<file path="src/rtl/core/assert_macros.svh">
// Assertion helpers shared by the RTL. Every module that uses them has clk_i and rst_ni.
`ifndef ASSERT_MACROS_SVH
`define ASSERT_MACROS_SVH
`ifndef SYNTH
`define ASSERT_ALWAYS(lbl, prop, msg) \
  lbl: assert property (@(posedge clk_i) disable iff (!rst_ni) (prop)) else $error(msg);
`define ASSERT_IMPLIES(lbl, ante, cons, msg) \
  lbl: assert property (@(posedge clk_i) disable iff (!rst_ni) (ante) |-> (cons)) \
    else $error(msg);
`else
`define ASSERT_ALWAYS(lbl, prop, msg)
`define ASSERT_IMPLIES(lbl, ante, cons, msg)
`endif
`endif

</file>
<file path="src/rtl/core/jsu_pkg.sv">
package jsu_pkg;

  localparam int unsigned FifoDepth = 4;
  localparam int unsigned AddrW     = $clog2(FifoDepth);
  localparam int unsigned CntW      = AddrW + 1;

  typedef enum logic [2:0] {
    PH_QUOTE    = 3'd0,
    PH_STRING   = 3'd1,
    PH_ESCAPE   = 3'd2,
    PH_HEX      = 3'd3,
    PH_FINISHED = 3'd4
  } phase_e;

  typedef enum logic [1:0] {
    ST_BYTE  = 2'd0,
    ST_DONE  = 2'd1,
    ST_ERROR = 2'd2
  } status_e;

  localparam logic [7:0] ChQuote  = 8'h22;
  localparam logic [7:0] ChBslash = 8'h5C;
  localparam logic [7:0] ChSlash  = 8'h2F;
  localparam logic [7:0] ChLowerN = 8'h6E;
  localparam logic [7:0] ChLowerT = 8'h74;
  localparam logic [7:0] ChLowerR = 8'h72;
  localparam logic [7:0] ChLowerB = 8'h62;
  localparam logic [7:0] ChLowerF = 8'h66;
  localparam logic [7:0] ChLowerU = 8'h75;

  // One front-end command: up to three data bytes, then an optional status.
  typedef struct packed {
    logic [1:0]      nbytes;
    logic [2:0][7:0] bytes;
    logic            has_tail;
    status_e         tail_status;
  } cmd_t;

  // {valid, value}
  function automatic logic [4:0] hex_decode(input logic [7:0] c);
    logic [4:0] r;
    r = 5'd0;
    if (c inside {[8'h30:8'h39]}) begin
      r = {1'b1, c[3:0]};
    end else if (c inside {[8'h61:8'h66], [8'h41:8'h46]}) begin
      r = {1'b1, c[3:0] + 4'd9};
    end
    return r;
  endfunction

  // {valid, byte} for the single-character escapes
  function automatic logic [8:0] esc_decode(input logic [7:0] c);
    logic [8:0] r;
    case (c)
      ChQuote:  r = {1'b1, ChQuote};
      ChBslash: r = {1'b1, ChBslash};
      ChSlash:  r = {1'b1, ChSlash};
      ChLowerN: r = {1'b1, 8'h0A};
      ChLowerT: r = {1'b1, 8'h09};
      ChLowerR: r = {1'b1, 8'h0D};
      ChLowerB: r = {1'b1, 8'h08};
      ChLowerF: r = {1'b1, 8'h0C};
      default:  r = 9'd0;
    endcase
    return r;
  endfunction

endpackage

</file>
<file path="src/rtl/core/jsu_cmd_fifo.sv">
`include "assert_macros.svh"

module jsu_cmd_fifo (
  input  logic          clk_i,
  input  logic          rst_ni,
  input  logic          wr_i,
  input  jsu_pkg::cmd_t wr_data_i,
  output logic          full_o,
  input  logic          rd_i,
  output logic          rd_valid_o,
  output jsu_pkg::cmd_t rd_data_o
);
  import jsu_pkg::*;

  cmd_t             entries_q [FifoDepth];
  logic [AddrW-1:0] wr_ptr_q, rd_ptr_q;
  logic [CntW-1:0]  cnt_q, cnt_d;

  assign full_o     = (cnt_q == CntW'(FifoDepth));
  assign rd_valid_o = (cnt_q != '0);
  assign rd_data_o  = entries_q[rd_ptr_q];

  always_comb begin
    cnt_d = cnt_q;
    if (wr_i && !rd_i) begin
      cnt_d = cnt_q + CntW'(1);
    end else if (!wr_i && rd_i) begin
      cnt_d = cnt_q - CntW'(1);
    end
  end

  always_ff @(posedge clk_i or negedge rst_ni) begin
    if (!rst_ni) begin
      wr_ptr_q <= '0;
      rd_ptr_q <= '0;
      cnt_q    <= '0;
    end else begin
      if (wr_i) wr_ptr_q <= wr_ptr_q + AddrW'(1);
      if (rd_i) rd_ptr_q <= rd_ptr_q + AddrW'(1);
      cnt_q <= cnt_d;
    end
  end

  always_ff @(posedge clk_i) begin
    if (wr_i) begin
      entries_q[wr_ptr_q] <= wr_data_i;
    end
  end

  `ASSERT_ALWAYS(a_cnt_bound, cnt_q <= CntW'(FifoDepth), "command queue count out of range")
  `ASSERT_IMPLIES(a_no_overflow, wr_i && !rd_i, !full_o, "write into full command queue")
  `ASSERT_IMPLIES(a_no_underflow, rd_i, rd_valid_o, "read from empty command queue")

endmodule

</file>
<file path="src/rtl/core/jsu_front.sv">
module jsu_front (
  input  logic          clk_i,
  input  logic          rst_ni,
  input  logic          fire_i,
  input  logic [7:0]    data_byte_i,
  input  logic          start_of_text_i,
  input  logic          end_of_text_i,
  output logic          cmd_push_o,
  output jsu_pkg::cmd_t cmd_o
);
  import jsu_pkg::*;

  phase_e      phase_q, ph_cur, ph_step, ph_end;
  logic [11:0] acc_q, acc_d, acc_cur;
  logic [1:0]  cnt_q, cnt_d, cnt_cur;
  logic [4:0]  hex;
  logic [8:0]  esc;
  logic [15:0] code;
  cmd_t        cmd;

  assign hex  = hex_decode(data_byte_i);
  assign esc  = esc_decode(data_byte_i);
  assign code = {acc_cur, hex[3:0]};

  // Next-state logic
  always_comb begin
    ph_cur  = start_of_text_i ? PH_QUOTE : phase_q;
    acc_cur = start_of_text_i ? '0 : acc_q;
    cnt_cur = start_of_text_i ? '0 : cnt_q;
    ph_step = ph_cur;
    acc_d   = acc_cur;
    cnt_d   = cnt_cur;
    case (ph_cur)
      PH_QUOTE: begin
        ph_step = (data_byte_i == ChQuote) ? PH_STRING : PH_FINISHED;
      end
      PH_STRING: begin
        if (data_byte_i == ChQuote) begin
          ph_step = PH_FINISHED;
        end else if (data_byte_i == ChBslash) begin
          ph_step = PH_ESCAPE;
        end
      end
      PH_ESCAPE: begin
        if (data_byte_i == ChLowerU) begin
          ph_step = PH_HEX;
          acc_d   = '0;
          cnt_d   = '0;
        end else begin
          ph_step = esc[8] ? PH_STRING : PH_FINISHED;
        end
      end
      PH_HEX: begin
        if (!hex[4]) begin
          ph_step = PH_FINISHED;
        end else if (cnt_cur == 2'd3) begin
          ph_step = PH_STRING;
          cnt_d   = '0;
        end else begin
          acc_d = {acc_cur[7:0], hex[3:0]};
          cnt_d = cnt_cur + 2'd1;
        end
      end
      default: ph_step = PH_FINISHED;
    endcase
    ph_end = (end_of_text_i && ph_step != PH_FINISHED) ? PH_FINISHED : ph_step;
  end

  // Command build
  always_comb begin
    cmd             = '0;
    cmd.tail_status = ST_ERROR;
    case (ph_cur)
      PH_QUOTE: begin
        cmd.has_tail = (data_byte_i != ChQuote);
      end
      PH_STRING: begin
        if (data_byte_i == ChQuote) begin
          cmd.has_tail    = 1'b1;
          cmd.tail_status = ST_DONE;
        end else if (data_byte_i != ChBslash) begin
          cmd.nbytes   = 2'd1;
          cmd.bytes[0] = data_byte_i;
        end
      end
      PH_ESCAPE: begin
        if (data_byte_i != ChLowerU) begin
          if (esc[8]) begin
            cmd.nbytes   = 2'd1;
            cmd.bytes[0] = esc[7:0];
          end else begin
            cmd.has_tail = 1'b1;
          end
        end
      end
      PH_HEX: begin
        if (!hex[4]) begin
          cmd.has_tail = 1'b1;
        end else if (cnt_cur == 2'd3) begin
          if (code < 16'h0080) begin
            cmd.nbytes   = 2'd1;
            cmd.bytes[0] = code[7:0];
          end else if (code < 16'h0800) begin
            cmd.nbytes   = 2'd2;
            cmd.bytes[0] = 8'hC0 | {3'b000, code[10:6]};
            cmd.bytes[1] = 8'h80 | {2'b00, code[5:0]};
          end else begin
            cmd.nbytes   = 2'd3;
            cmd.bytes[0] = 8'hE0 | {4'h0, code[15:12]};
            cmd.bytes[1] = 8'h80 | {2'b00, code[11:6]};
            cmd.bytes[2] = 8'h80 | {2'b00, code[5:0]};
          end
        end
      end
      default: ;
    endcase
    // text ran out with the string still open
    if (end_of_text_i && ph_step != PH_FINISHED) begin
      cmd.has_tail    = 1'b1;
      cmd.tail_status = ST_ERROR;
    end
  end

  assign cmd_o      = cmd;
  assign cmd_push_o = fire_i && (cmd.nbytes != 2'd0 || cmd.has_tail);

  always_ff @(posedge clk_i or negedge rst_ni) begin
    if (!rst_ni) begin
      phase_q <= PH_QUOTE;
      acc_q   <= '0;
      cnt_q   <= '0;
    end else if (fire_i) begin
      phase_q <= ph_end;
      acc_q   <= acc_d;
      cnt_q   <= cnt_d;
    end
  end

endmodule

</file>
<file path="src/rtl/core/jsu_emit.sv">
`include "assert_macros.svh"

module jsu_emit (
  input  logic             clk_i,
  input  logic             rst_ni,
  input  logic             cmd_valid_i,
  input  jsu_pkg::cmd_t    cmd_i,
  output logic             cmd_pop_o,
  input  logic             pop_i,
  output logic             empty_o,
  output logic [7:0]       out_byte_o,
  output jsu_pkg::status_e status_o,
  output logic             last_o
);
  import jsu_pkg::*;

  logic       ov_q;
  logic [1:0] idx_q;
  logic [7:0] byte_q, byte_d;
  status_e    status_q, status_d;
  logic       last_q;
  logic [2:0] total;
  logic       is_last, load;

  assign total   = {1'b0, cmd_i.nbytes} + {2'b00, cmd_i.has_tail};
  assign is_last = ({1'b0, idx_q} + 3'd1) == total;
  assign load    = cmd_valid_i && (!ov_q || pop_i);

  always_comb begin
    if (idx_q < cmd_i.nbytes) begin
      byte_d   = cmd_i.bytes[idx_q];
      status_d = ST_BYTE;
    end else begin
      byte_d   = '0;
      status_d = cmd_i.tail_status;
    end
  end

  assign cmd_pop_o = load && is_last;

  always_ff @(posedge clk_i or negedge rst_ni) begin
    if (!rst_ni) begin
      ov_q  <= 1'b0;
      idx_q <= '0;
    end else begin
      if (load) begin
        ov_q  <= 1'b1;
        idx_q <= is_last ? 2'd0 : idx_q + 2'd1;
      end else if (pop_i) begin
        ov_q <= 1'b0;
      end
    end
  end

  always_ff @(posedge clk_i) begin
    if (load) begin
      byte_q   <= byte_d;
      status_q <= status_d;
      last_q   <= is_last;
    end
  end

  assign empty_o    = !ov_q;
  assign out_byte_o = byte_q;
  assign status_o   = status_q;
  assign last_o     = last_q;

  `ASSERT_IMPLIES(a_status_last, ov_q && status_q != ST_BYTE, last_q,
                  "done or error status not marked last")
  `ASSERT_IMPLIES(a_status_zero, ov_q && status_q != ST_BYTE, byte_q == 8'h00,
                  "status result carries nonzero byte")
  `ASSERT_IMPLIES(a_idx_in_cmd, cmd_valid_i, {1'b0, idx_q} < total,
                  "emit index past end of command")

endmodule

</file>
<file path="src/rtl/core/json_string_unescape_unit.sv">
// Path: a byte's first result reaches the ports through a command queue write and then
//   an output register load (held back while that register still awaits a pop).
// Throughput: one byte per cycle in while full is low, one result per cycle out while
//   pop is high; a \u code gives up to three results, absorbed by the four-entry queue.
// Reset (rst_ni low, asynchronous): phase back to expecting the opening quote, queue
//   and output register emptied.
//
// Structure: the front end runs the string-parsing state machine and turns each
// transferred byte into at most one command (up to three data bytes plus an optional
// done/error status). Bytes that produce nothing (opening quote, backslash, hex
// digits before the last one) never touch the queue. The back end walks the head
// command into an output register, one result per cycle while popped, so a stalled
// consumer only backs up the queue; full rises once four commands are waiting.
module json_string_unescape_unit (
  input  logic             clk_i,
  input  logic             rst_ni,
  // byte side
  input  logic             push,
  output logic             full,
  input  logic [7:0]       data_byte_i,
  input  logic             start_of_text_i,
  input  logic             end_of_text_i,
  // result side
  output logic             empty,
  input  logic             pop,
  output logic [7:0]       out_byte_o,
  output jsu_pkg::status_e status_o,
  output logic             last_o
);
  import jsu_pkg::*;

  logic fire;
  logic cmd_push, cmd_pop, cmd_valid;
  cmd_t cmd_wr, cmd_rd;

  // a byte transfer happens when push is high and the command queue is not full
  assign fire = push && !full;

  jsu_front u_front (
    .clk_i           (clk_i),
    .rst_ni          (rst_ni),
    .fire_i          (fire),
    .data_byte_i     (data_byte_i),
    .start_of_text_i (start_of_text_i),
    .end_of_text_i   (end_of_text_i),
    .cmd_push_o      (cmd_push),
    .cmd_o           (cmd_wr)
  );

  jsu_cmd_fifo u_fifo (
    .clk_i      (clk_i),
    .rst_ni     (rst_ni),
    .wr_i       (cmd_push),
    .wr_data_i  (cmd_wr),
    .full_o     (full),
    .rd_i       (cmd_pop),
    .rd_valid_o (cmd_valid),
    .rd_data_o  (cmd_rd)
  );

  // the output register decouples pop from the queue head
  jsu_emit u_emit (
    .clk_i       (clk_i),
    .rst_ni      (rst_ni),
    .cmd_valid_i (cmd_valid),
    .cmd_i       (cmd_rd),
    .cmd_pop_o   (cmd_pop),
    .pop_i       (pop),
    .empty_o     (empty),
    .out_byte_o  (out_byte_o),
    .status_o    (status_o),
    .last_o      (last_o)
  );

endmodule
</file>
<file path="config.mk">
export PLATFORM = sky130hd
export DESIGN_NAME = json_string_unescape_unit
export DESIGN_NICKNAME = d
export VERILOG_FILES = /design/src/rtl/core/jsu_pkg.sv /design/src/rtl/core/jsu_cmd_fifo.sv /design/src/rtl/core/jsu_front.sv /design/src/rtl/core/jsu_emit.sv /design/src/rtl/core/json_string_unescape_unit.sv
export VERILOG_INCLUDE_DIRS = /design/src /design/src/rtl/core
export SDC_FILE = /design/constraint.sdc
export NUM_CORES = 1
export LEC_CHECK = 0
export BUFFER_PORTS_ARGS = -buffer_cell sky130_fd_sc_hd__clkbuf_2
export CAP_MARGIN = 15
export CORE_MARGIN = 5
export CORE_UTILIZATION = 58
export CTS_CLUSTER_SIZE = 30
export DETAILED_ROUTE_END_ITERATION = 8
export HOLD_SLACK_MARGIN = 0.05
export PLACE_DENSITY = 0.76
export REMOVE_ABC_BUFFERS = 1
export SLEW_MARGIN = 20
export SYNTH_ARGS = -nofsm -noshare
export SYNTH_HDL_FRONTEND = slang
export SYNTH_SLANG_ARGS = --single-unit
</file>
<file path="constraint.sdc">
create_clock -name clk_i -period 5.39 [get_ports clk_i]
set_input_delay 1.3475 -clock clk_i [delete_from_list [all_inputs] [get_ports clk_i]]
set_output_delay 1.3475 -clock clk_i [all_outputs]
set_load 0.01 [all_outputs]
</file>
==> key figures, run 1 <==
Outcome
  • Outcome: complete, no violations

Die
  • Initial Util: 0.594
  • Die Wd: approximately 120 µm
  • Standard cell core area: 11400 µm²
  • Die area: 14000 µm²
  • Y dimension of the die: 118 µm
  • # rows: 39
  • Number of placed I/O pins: 27

Yosys
  • Synth top cells by count: 119 x edfxtp_1, 27 x dfrtp_1, 27 x mux4_2
  • Area share of the largest cell type after synthesis: 0.527
  • Synthesized cell area: a little under 7000 µm²
  • Yosys warns: 0
  • Dominant synthesized flop cell: edfxtp_1
  • Ranking of synthesized cells by area: edfxtp_1 53%, dfrtp_1 10%, mux4_2 9.0%
  • Number of synthesized flops with an enable pin: between 100 and 150
  • Cell with the most instances after synthesis: edfxtp_1
  • Share of synthesized area occupied by flip-flops and latches: 0.627
  • Distinct cell type count after synthesis: 62
  • Number of synthesized register bits: approximately 150
  • Synth async-reset ratio: 0.185
  • Cells after Synth: 471
  • Library cell with the largest summed area after synthesis: edfxtp_1
  • Syn_area_per_cell: around 14 µm²

Worst setup path
  • Kind of critical path: primary input to flip-flop
  • CP top delay family: simple AND/OR/NAND/NOR gates
  • Worst Reg-to-Reg Cells: 10
  • Endpoint of the worst register-to-register path: u_fifo.cnt_q[1]
  • Data arrival at the endpoint of the critical path: 4490 ps
  • Required time of the worst setup path: ~5700 ps
  • Element type at the critical path end: flip-flop
  • Number of buffer and inverter instances along the worst setup path: 3
  • Biggest fanout along the worst timing path: 8
  • Cell with the largest stage delay on the worst path: or4_1
  • Crit-path max cell delay: roughly 640 ps
  • Setup crit start kind: primary input
  • WP depth: 14
  • Internal reg-to-reg setup slack: approximately 1700 ps
  • Cell Chain, Critical Path: clkbuf_2 -> inv_1 -> ha_1 -> nand2b_1 -> or4_1 -> mux2i_1 -> nor4_4 -> a21oi_4 -> ha_1 -> inv_1 -> fa_1 -> xor2_1 -> nor2_1 -> xor2_1
  • Reg2Reg Launch Point: u_fifo.rd_ptr_q[0]
  • Source of the critical timing path: data_byte_i[0]

STA
  • Final max-slew violation count: 0
  • Worst path setup slack after routing: approximately 1200 ps
  • Total Neg Setup Slack: 0 ps
  • Smallest hold slack: 478 ps
  • Fin crit period: 4140 ps
  • Max-Slew Margin vs Limit: 0.432
  • Final worst path period share: 0.768
  • Count of endpoints failing setup in the final report: 0
  • Unrepaired setup endpoints after global routing: no
  • Worst Max-Slew Pin Slew: 852 ps
  • Final hold violations: 0
  • Max Clk Rate: roughly 0.24 GHz
  • Final worst clock skew: about 6.5 ps

Global routing
  • Met1 track demand over resource: 0.288
  • GR peak layer: met2
  • Number of antenna violations at the first check in global routing: 0
  • Vias in the first global route: between 4000 and 5000
  • Met3 usage in global routing: 0.0487
  • Global-route track usage on met2: 0.338
  • Global-route wire length before repair: approximately 23000 µm
  • Total GRT Usage: 0.211
  • Maximum number of pins on one net before global-route repair: 28
  • Aggregate global routing overflow: 0

Worst hold path
  • Hold Crit Endpoint: u_front.cnt_q[1]
  • Hold Path Origin: u_front.cnt_q[1]
  • Cells on Worst Hold Path: 2
  • Path type of the worst min-delay path: flip-flop to flip-flop

Placement
  • Placed cell areas: 7100 µm²
  • Detailed placement HPWL: around 9500 µm
  • Post-place setup slack: ~850 ps
  • Number of port buffers: 26
  • Routability congestion estimate: between 0.9 and 1

Clock tree
  • Post-cts sizing count: 0
  • CTS Hold Bufs: 0
  • Number of post-CTS setup repair buffers: 0
  • Number of buffers between clock root and the deepest sink: 2
  • Clock Latency Late Sink: 420 ps
  • # clock sinks: 146
  • CTS tree: yes
  • Number of buffers created by CTS: 17
  • Post-CTS clock slew at the launch and capture registers of the worst setup and hold paths: around 70 ps
  • CTS Root Buffer Type: clkbuf_16
  • Number of levels the H-tree was split into: 4

Layout
  • Cell area after layout: 7690 µm²
  • Relative area change from synthesis to final layout: 13.4%
  • Area of the multi-input gates: about 2400 µm²
  • Count of filler cells inserted in the layout: about 800
  • Fin nets: ~540
  • Share of post-route cells with drive strength above 1: 0.206
  • Sequential cell area: 4250 µm²
  • Diodes inserted: 0

Routing
  • Number of nets with antenna violations after detailed routing: 0
  • Residual DRC count: 0
  • Number of DRC violations after detailed-routing iteration 0: about 400
  • Detail-routed via count per cell: approximately 6.3
  • Via count: around 4200
  • First-pass iteration count of the detailed router: 5
  • Aggregate routed wire length: 13900 µm
  • Avg WL per Cell: 21.0 µm

Pwr
  • Overall Power: between 3 and 4 mW
  • Power density normalized to cell area: around 490 nW/µm²
  • Pleak: roughly 2.9 nW
  • Peak supply drop: 0.302 mV

Flow run
  • Max Cap Violations: 0
area by class of cell:
cell class                      instances  share of cell area
Sequential cell                       146               0.553
Multi-Input combinational cell        281               0.307
Clock buffer                           17              0.0553
Timing Repair Buffer                   36              0.0283
Tap cell                              143              0.0233
Clock inverter                         15              0.0210
Inverter                               25              0.0122
layer usage:
layer / wire length [µm] / up-vias / share of wire
met1: 6130 / 2088 / 0.44
met3: 771 / 20 / 0.055
met2: 6760 / 172 / 0.48
li1: - / 1911 / -
met5: 0 / - / 0
met4: 270 / 0 / 0.019
where the power goes:
part	internal [mW]	switching, mW
logic	0.469	0.548
registers	1.47	0.119
clock network	0.658	0.492
total	2.59	1.16
stage by stage:
stage / cells / util
global placement: 631 / 0.622
CTS: 663 / 0.673
detailed placement: 631 / 0.622
global route: 663 / 0.673
floorplan: 452 / -
finish: 663 / 0.673
worst max path at each step:
stage / to / slack [ps]
6_report: u_fifo.cnt_q[2] / 1250
5_1_grt: u_fifo.cnt_q[2] / 1030
4_1_cts: u_fifo.cnt_q[2] / 1290
3_5_place_dp: u_fifo.cnt_q[2] / 850
3_3_place_gp: u_fifo.cnt_q[2] / 900
2_1_floorplan: u_fifo.cnt_q[2] / 1300
sequential cells by signal (all words and copies together), names as in the netlist, 3 cells and up:
| name | count |
|---|---|
| u_front.phase_q | 3 |
| u_emit.out_byte_o | 8 |
| u_fifo.cnt_q | 3 |
| u_front.acc_q | 12 |
| u_fifo.entries_q | 108 |
kinds of logic after synthesis:
kind of cell,after synthesis,synth area share
AO/OA/AOI/OAI,88,0.0902
XOR/XNOR,11,0.0142
adder cells (fa/ha/maj),16,0.0306
buffers and inverters,44,0.0251
flip-flops,146,0.627
multiplexers,39,0.108
AND/OR/NAND/NOR,127,0.105
worst register-to-register path: stages (launching register included):
cell and delay, ps:
dfrtp_2 420, buf_4 460, mux4_2 600, ha_1 310, xor2_1 180, nor3_1 410, nand2_1 220, ha_1 260
inv_1 80, fa_1 380, mux2_2 260
layout by cell type, fill, tap and decap left out, types with 9 or more instances in the layout:
master / count
a22o_1: 15
nor2_1: 25
o21ai_0: 17
and2_1: 12
edfxtp_1: 119
ha_1: 15
clkbuf_16: 17
inv_1: 25
buf_4: 9
nor3_1: 10
mux2i_1: 9
clkbuf_2: 26
a21oi_1: 16
dfrtp_1: 26
nand2_1: 23
mux4_2: 27
Power figures use the tool's default switching activity.
==> inputs of run 2 (changes only) <==
--- a/config.mk
+++ b/config.mk
@@ -9,7 +9,7 @@
 export BUFFER_PORTS_ARGS = -buffer_cell sky130_fd_sc_hd__clkbuf_2
 export CAP_MARGIN = 15
 export CORE_MARGIN = 5
-export CORE_UTILIZATION = 58
+export CORE_UTILIZATION = 56
 export CTS_CLUSTER_SIZE = 30
 export DETAILED_ROUTE_END_ITERATION = 8
 export HOLD_SLACK_MARGIN = 0.05
==> constraint.sdc (replaced) <==
create_clock -name clk_i -period 3.35 [get_ports clk_i]
set_input_delay 0.8375 -clock clk_i [delete_from_list [all_inputs] [get_ports clk_i]]
set_output_delay 0.8375 -clock clk_i [all_outputs]
set_load 0.01 [all_outputs]
==> key figures, run 2 (same netlist as run 1, synthesis figures left out) <==
Outcome
  • Outcome: complete, no violations (unchanged)

Layout
  • Fin nets: 588 (was 537)
  • Final Core Density: 0.678 (was 0.673)
  • Most common library cell in the layout ignoring fill and taps: edfxtp_1 (unchanged)
  • Commonest non-fill, non-tap cells in the layout: 119 x edfxtp_1, 57 x buf_4, 27 x mux4_2, 26 x clkbuf_2, 26 x dfrtp_1 (was 119 x edfxtp_1, 27 x mux4_2, 26 x clkbuf_2, 26 x dfrtp_1)
  • Relative area change from synthesis to final layout: 19.6% (was 13.4%)
  • Most flop-heavy register: u_fifo.entries_q (unchanged)
  • Max reg flops: 108 (unchanged)
  • Cell area after layout: 8110 µm² (was 7690 µm²)
  • Share of post-route cells with drive strength above 1: 0.278 (was 0.206)
  • Diodes inserted: 0 (unchanged)

STA
  • Smallest hold slack: 480 ps (was 478 ps)
  • Max Clk Rate: approximately 0.32 GHz
  • Final hold violations: 0 (unchanged)
  • Final worst path period share: 0.947
  • Fin crit period: about 3200 ps
  • Final worst clock skew: 7.13 ps (was 6.49 ps)
  • Worst Max-Slew Pin Slew: 738 ps (was 852 ps)
  • Final max-slew violation count: 0 (unchanged)
  • Max-Slew Margin vs Limit: 0.508 (was 0.432)
  • Count of endpoints failing setup in the final report: 0 (unchanged)
  • Unrepaired setup endpoints after global routing: no (unchanged)

Pwr
  • Power density normalized to cell area: 761 nW/µm² (was 488 nW/µm²)
  • Pleak: 3.12 nW (was 2.88 nW)
  • Peak supply drop: 0.460 mV (was 0.302 mV)
  • Overall Power: 6.18 mW (was 3.75 mW)

Global routing
  • Total GRT Usage: 0.219 (was 0.211)
  • Number of antenna violations at the first check in global routing: 0 (unchanged)
  • Vias in the first global route: 4588 (was 4212)
  • Global-route wire length before repair: 24200 µm (was 22700 µm)
  • Maximum number of pins on one net before global-route repair: 28 (unchanged)
  • Aggregate global routing overflow: 0 (unchanged)

Worst setup path
  • WP depth: 14 (unchanged)
  • Cell Chain, Critical Path: clkbuf_2 -> inv_1 -> ha_1 -> nand2b_1 -> or4_1 -> mux2i_2 -> nor4_4 -> a21oi_4 -> ha_1 -> inv_1 -> fa_1 -> xor2_1 -> nor2_1 -> xor2_1 (was clkbuf_2 -> inv_1 -> ha_1 -> nand2b_1 -> or4_1 -> mux2i_1 -> nor4_4 -> a21oi_4 -> ha_1 -> inv_1 -> fa_1 -> xor2_1 -> nor2_1 -> xor2_1)
  • Kind of critical path: primary input to flip-flop (unchanged)
  • Crit-path max cell delay: 580 ps (was 640 ps)
  • Number of buffer and inverter instances along the worst setup path: 3 (unchanged)
  • Worst Reg-to-Reg Cells: 10 (unchanged)
  • Data arrival at the endpoint of the critical path: 3470 ps (was 4490 ps)
  • Required time of the worst setup path: 3650 ps (was 5730 ps)
  • Element type at the critical path end: flip-flop (unchanged)
  • Biggest fanout along the worst timing path: 3 (was 8)
  • Setup crit start kind: primary input (unchanged)
  • CP top delay family: simple AND/OR/NAND/NOR gates (unchanged)
  • Cell with the largest stage delay on the worst path: or4_1 (unchanged)

Clock tree
  • CTS Hold Bufs: 0 (unchanged)
  • Number of buffers created by CTS: 17 (unchanged)
  • Number of buffers between clock root and the deepest sink: 2 (unchanged)
  • Number of post-CTS setup repair buffers: 0 (unchanged)
  • Post-cts sizing count: 0 (unchanged)
  • Clock Latency Late Sink: 410 ps (was 420 ps)
  • CTS tree: yes (unchanged)
  • CTS Root Buffer Type: clkbuf_16 (unchanged)
  • # clock sinks: 146 (unchanged)
  • Post-CTS clock slew at the launch and capture registers of the worst setup and hold paths: 60 ps (was 70 ps)
  • Number of levels the H-tree was split into: 4 (unchanged)

Routing
  • Top sig layer: met4 (unchanged)
  • Number of nets with antenna violations after detailed routing: 0 (unchanged)
  • Aggregate routed wire length: 14700 µm (was 13900 µm)
  • First-pass iteration count of the detailed router: 5 (unchanged)
  • Routed length on met3: 902 µm (was 771 µm)
  • Number of DRC violations after detailed-routing iteration 0: 353 (was 401)
  • Avg WL per Cell: 20.5 µm (was 21.0 µm)
  • Met2 WL: 7370 µm (was 6760 µm)
  • Met1 Routed Length: 6160 µm (was 6130 µm)
  • Residual DRC count: 0 (unchanged)
  • Via count: 4346 (was 4191)
  • Detail-routed via count per cell: 6.05 (was 6.32)

Die
  • Number of placed I/O pins: 27 (unchanged)
  • # rows: 40 (was 39)
  • Die Wd: 120 µm (was 118 µm)
  • Initial Util: 0.567 (was 0.594)
  • Standard cell core area: 12000 µm² (was 11400 µm²)
  • Die area: 14400 µm² (was 14000 µm²)
  • Y dimension of the die: 120 µm (was 118 µm)

Placement
  • Detailed placement HPWL: 9730 µm (was 9470 µm)
  • Routability congestion estimate: 0.962 (was 0.920)
  • Number of port buffers: 26 (unchanged)
  • Placed cell areas: 7530 µm² (was 7100 µm²)

Worst hold path
  • Path type of the worst min-delay path: primary input to async pin (was flip-flop to flip-flop)

Flow run
  • Max Cap Violations: 0 (unchanged)
## run 2: cell count changes in the layout (fill, tap and decap cells not counted), sizes merged
cell,previous run,this run
buf,10,61
clkbuf,43,47
clkinvlp,1,4
inv,35,28
## run 2: per-layer routing
layer | track usage | up-vias
met5 | 0 | -
met4 | 0.0873 | 0
met3 | 0.0401 | 23
met2 | 0.363 | 185
met1 | 0.287 | 2130
li1 | - | 2008
## run 2: report_power, final
part	total, mW	leakage, nW	switching, mW	internal [mW]
Clock	1.82	0.278	0.719	1.10
Combinational	1.87	1.35	0.990	0.877
Sequential	2.49	1.49	0.128	2.36
Total	6.18	3.12	1.84	4.34
## run 2: area by class of cell
type                    count  area (µm²)
repair buffers             87         638
clock buffers              21         480
inverters                  25        93.8
well taps                 147         184
multi-input cells         281        2370
flip-flops and latches    146        4250
clock inverters            11         101
fillers                   794        3850
## run 2: metrics by stage
stage / setup WS [ps] / cells / setup TNS, ps
floorplan: -724 / 452 / -21760
global placement: -177 / 686 / -321
detailed placement: -291 / 686 / -535
CTS: 139 / 718 / 0
global route: 3.88 / 718 / 0
finish: 177 / 718 / 0
## run 2: worst reg2reg max path: stages, from the launching register on
cell	delay (ps)
dfrtp_2	420
mux4_2	550
ha_1	210
ha_1	300
xor2_1	170
nor3_1	270
nand2_1	170
ha_1	230
inv_1	80
fa_1	390
mux2_2	270
## run 2: path summary, 6_finish.rpt
| kind | startpoint | endpoint | slack, ps |
|---|---|---|---|
| setup reg to reg | u_fifo.rd_ptr_q[0] | u_fifo.cnt_q[1] | 190 |
| max in group asynchronous | rst_ni | u_fifo.rd_ptr_q[0] | 2360 |
| setup / recovery | data_byte_i[0] | u_fifo.cnt_q[2] | 180 |
| hold reg to reg | u_fifo.cnt_q[2] | u_fifo.cnt_q[2] | 480 |
| hold / removal | rst_ni | u_fifo.wr_ptr_q[0] | 480 |
| min in group clk_i | u_fifo.cnt_q[2] | u_fifo.cnt_q[2] | 480 |
==> inputs of run 3 (changes only) <==
--- a/config.mk
+++ b/config.mk
@@ -14,7 +14,6 @@
 export DETAILED_ROUTE_END_ITERATION = 8
 export HOLD_SLACK_MARGIN = 0.05
 export PLACE_DENSITY = 0.76
-export REMOVE_ABC_BUFFERS = 1
 export SLEW_MARGIN = 20
 export SYNTH_ARGS = -nofsm -noshare
 export SYNTH_HDL_FRONTEND = slang
==> constraint.sdc (replaced) <==
create_clock -name clk_i -period 3.35 [get_ports clk_i]
set_input_delay 0.335 -clock clk_i [delete_from_list [all_inputs] [get_ports clk_i]]
set_output_delay 0.335 -clock clk_i [all_outputs]
set_load 0.01 [all_outputs]
==> key figures, run 3 (same netlist as run 1, synthesis figures left out) <==
STA
  • Final hold violations: 0 (unchanged)
  • Unrepaired setup endpoints after global routing: no (unchanged)
  • Final worst clock skew: 8.97 ps (was 7.13 ps)
  • Max-Slew Margin vs Limit: 0.431 (was 0.508)
  • Count of endpoints failing setup in the final report: 0 (unchanged)
  • Max Clk Rate: 0.311 GHz (was 0.315 GHz)
  • Total Neg Setup Slack: 0 ps (unchanged)
  • Final worst path period share: 0.960 (was 0.947)
  • Fin crit period: 3220 ps (was 3170 ps)
  • Worst Max-Slew Pin Slew: 854 ps (was 738 ps)
  • Final max-slew violation count: 0 (unchanged)

Clock tree
  • CTS Root Buffer Type: clkbuf_16 (unchanged)
  • Clock Latency Late Sink: 420 ps (was 410 ps)
  • CTS tree: yes (unchanged)
  • Number of buffers between clock root and the deepest sink: 2 (unchanged)
  • Number of buffers created by CTS: 17 (unchanged)
  • Number of levels the H-tree was split into: 4 (unchanged)
  • Post-cts sizing count: 0 (unchanged)
  • # clock sinks: 146 (unchanged)
  • Post-CTS clock slew at the launch and capture registers of the worst setup and hold paths: 60 ps (about the same)

Worst setup path
  • Biggest fanout along the worst timing path: 4 (was 3)
  • Required time of the worst setup path: 3650 ps (about the same)
  • Worst Reg-to-Reg Cells: 10 (unchanged)
  • Internal reg-to-reg setup slack: 130 ps (was 190 ps)
  • Kind of critical path: flip-flop to flip-flop (was primary input to flip-flop)
  • Reg2Reg Launch Point: u_fifo.rd_ptr_q[0] (unchanged)
  • Setup crit start kind: flip-flop (was primary input)
  • Element type at the critical path end: flip-flop (unchanged)
  • Data arrival at the endpoint of the critical path: 3520 ps (was 3470 ps)
  • Endpoint of the worst register-to-register path: u_fifo.cnt_q[1] (unchanged)

Outcome
  • Outcome: complete, no violations (unchanged)

Die
  • Die area: 14400 µm² (unchanged)
  • Die Wd: 120 µm (unchanged)
  • Standard cell core area: 12000 µm² (unchanged)
  • Y dimension of the die: 120 µm (unchanged)
  • Initial Util: 0.567 (unchanged)
  • # rows: 40 (unchanged)
  • Number of placed I/O pins: 27 (unchanged)

Global routing
  • Number of antenna violations at the first check in global routing: 0 (unchanged)
  • Total GRT Usage: 0.221 (was 0.219)
  • Vias in the first global route: 4340 (was 4588)
  • Maximum number of pins on one net before global-route repair: 28 (unchanged)
  • Aggregate global routing overflow: 0 (unchanged)
  • Global-route wire length before repair: 23900 µm (was 24200 µm)

Layout
  • Diodes inserted: 0 (unchanged)
  • Relative area change from synthesis to final layout: 15.4% (was 19.6%)
  • Most common library cell in the layout ignoring fill and taps: edfxtp_1 (unchanged)
  • Commonest non-fill, non-tap cells in the layout: 119 x edfxtp_1, 29 x buf_4, 27 x mux4_2, 26 x clkbuf_2, 26 x dfrtp_1 (was 119 x edfxtp_1, 57 x buf_4, 27 x mux4_2, 26 x clkbuf_2, 26 x dfrtp_1)
  • Share of post-route cells with drive strength above 1: 0.233 (was 0.278)
  • Cell area after layout: 7830 µm² (was 8110 µm²)
  • Filler-free cell count of the finished design: 687 (was 718)
  • Most flop-heavy register: u_fifo.entries_q (unchanged)
  • Max reg flops: 108 (unchanged)
  • Fin nets: 557 (was 588)

Worst hold path
  • Hold Path Origin: pop
  • Path type of the worst min-delay path: primary input to flip-flop (was primary input to async pin)
  • Cells on Worst Hold Path: 2
  • Hold Crit Endpoint: u_emit.ov_q

Pwr
  • Pleak: 2.95 nW (was 3.12 nW)
  • Overall Power: 6.12 mW (was 6.18 mW)
  • Power density normalized to cell area: 781 nW/µm² (was 761 nW/µm²)
  • Peak supply drop: 0.478 mV (was 0.460 mV)

Routing
  • Number of DRC violations after detailed-routing iteration 0: 434 (was 353)
  • Residual DRC count: 0 (unchanged)
  • Avg WL per Cell: 21.9 µm (was 20.5 µm)
  • Number of nets with antenna violations after detailed routing: 0 (unchanged)
  • Detail-routed via count per cell: 6.30 (was 6.05)
  • Aggregate routed wire length: 15100 µm (was 14700 µm)
  • Via count: 4327 (was 4346)
  • First-pass iteration count of the detailed router: 5 (unchanged)

Placement
  • Number of placed cells counting well taps: 654 (was 686)
  • Number of port buffers: 26 (unchanged)
  • Placed cell areas: 7240 µm² (was 7530 µm²)
  • Detailed placement HPWL: 10100 µm (was 9730 µm)
  • Routability congestion estimate: 0.906 (was 0.962)

Flow run
  • Max Cap Violations: 0 (unchanged)

Yosys
  • Post-synthesis net count: around 500
[run 3: what timing repair did]
| item | 4_1_cts | 5_1_grt |
|---|---|---|
| hold endpoints to repair | 27 | 0 |
| setup buffers | 0 | 0 |
| setup endpoints to repair | 0 | 0 |
| hold buffers | 1 | 0 |
[run 3: stage by stage]
step	setup slack (ps)	utilization	hold slack [ps]
after floorplan	30.3	-	39.4
after global placement	200	0.606	391
after detailed placement	102	0.606	413
after CTS	112	0.654	95.9
after global routing	1.10	0.654	111
final	134	0.654	111
[run 3: report_power, final]
| group | internal [mW] | total [mW] | switching (mW) |
|---|---|---|---|
| Combinational | 0.807 | 1.82 | 1.01 |
| Clock | 1.08 | 1.81 | 0.723 |
| Sequential | 2.36 | 2.49 | 0.130 |
[run 3: worst max-delay path, stage by stage, from the launching register on]
cell,delay (ps)
dfrtp_2,420
mux4_2,550
ha_1,210
ha_1,310
xor2_1,190
nor3_2,260
nand2_1,160
ha_1,250
inv_1,80
fa_1,390
mux2_2,270
[run 3: cell type report]
cell class	count	area, µm²
Clock inverter	11	104
Tap cell	147	184
Timing Repair Buffer	56	358
Sequential cell	146	4250
Inverter	25	93.8
Clock buffer	21	470
Fill cell	839	4130
Multi-Input combinational cell	281	2370
[run 3: how the worst max path moves through the flow]
stage,startpoint,to,cells after the start
CTS,u_fifo.rd_ptr_q[0],u_fifo.cnt_q[1],10
global placement,data_byte_i[1],u_fifo.cnt_q[1],12
floorplan,u_fifo.rd_ptr_q[0],u_fifo.cnt_q[1],12
global route,u_fifo.rd_ptr_q[0],u_fifo.cnt_q[1],10
finish,u_fifo.rd_ptr_q[0],u_fifo.cnt_q[1],10
detailed placement,data_byte_i[1],u_fifo.cnt_q[1],12
[run 3: per-layer routing]
layer  routed length, µm  GRT usage  vias up
li1                    -          -     1950
met1                6290      0.290     2177
met2                7590      0.366      182
met3                 969     0.0528       18
met4                 210     0.0694        0
met5                   0          0        -
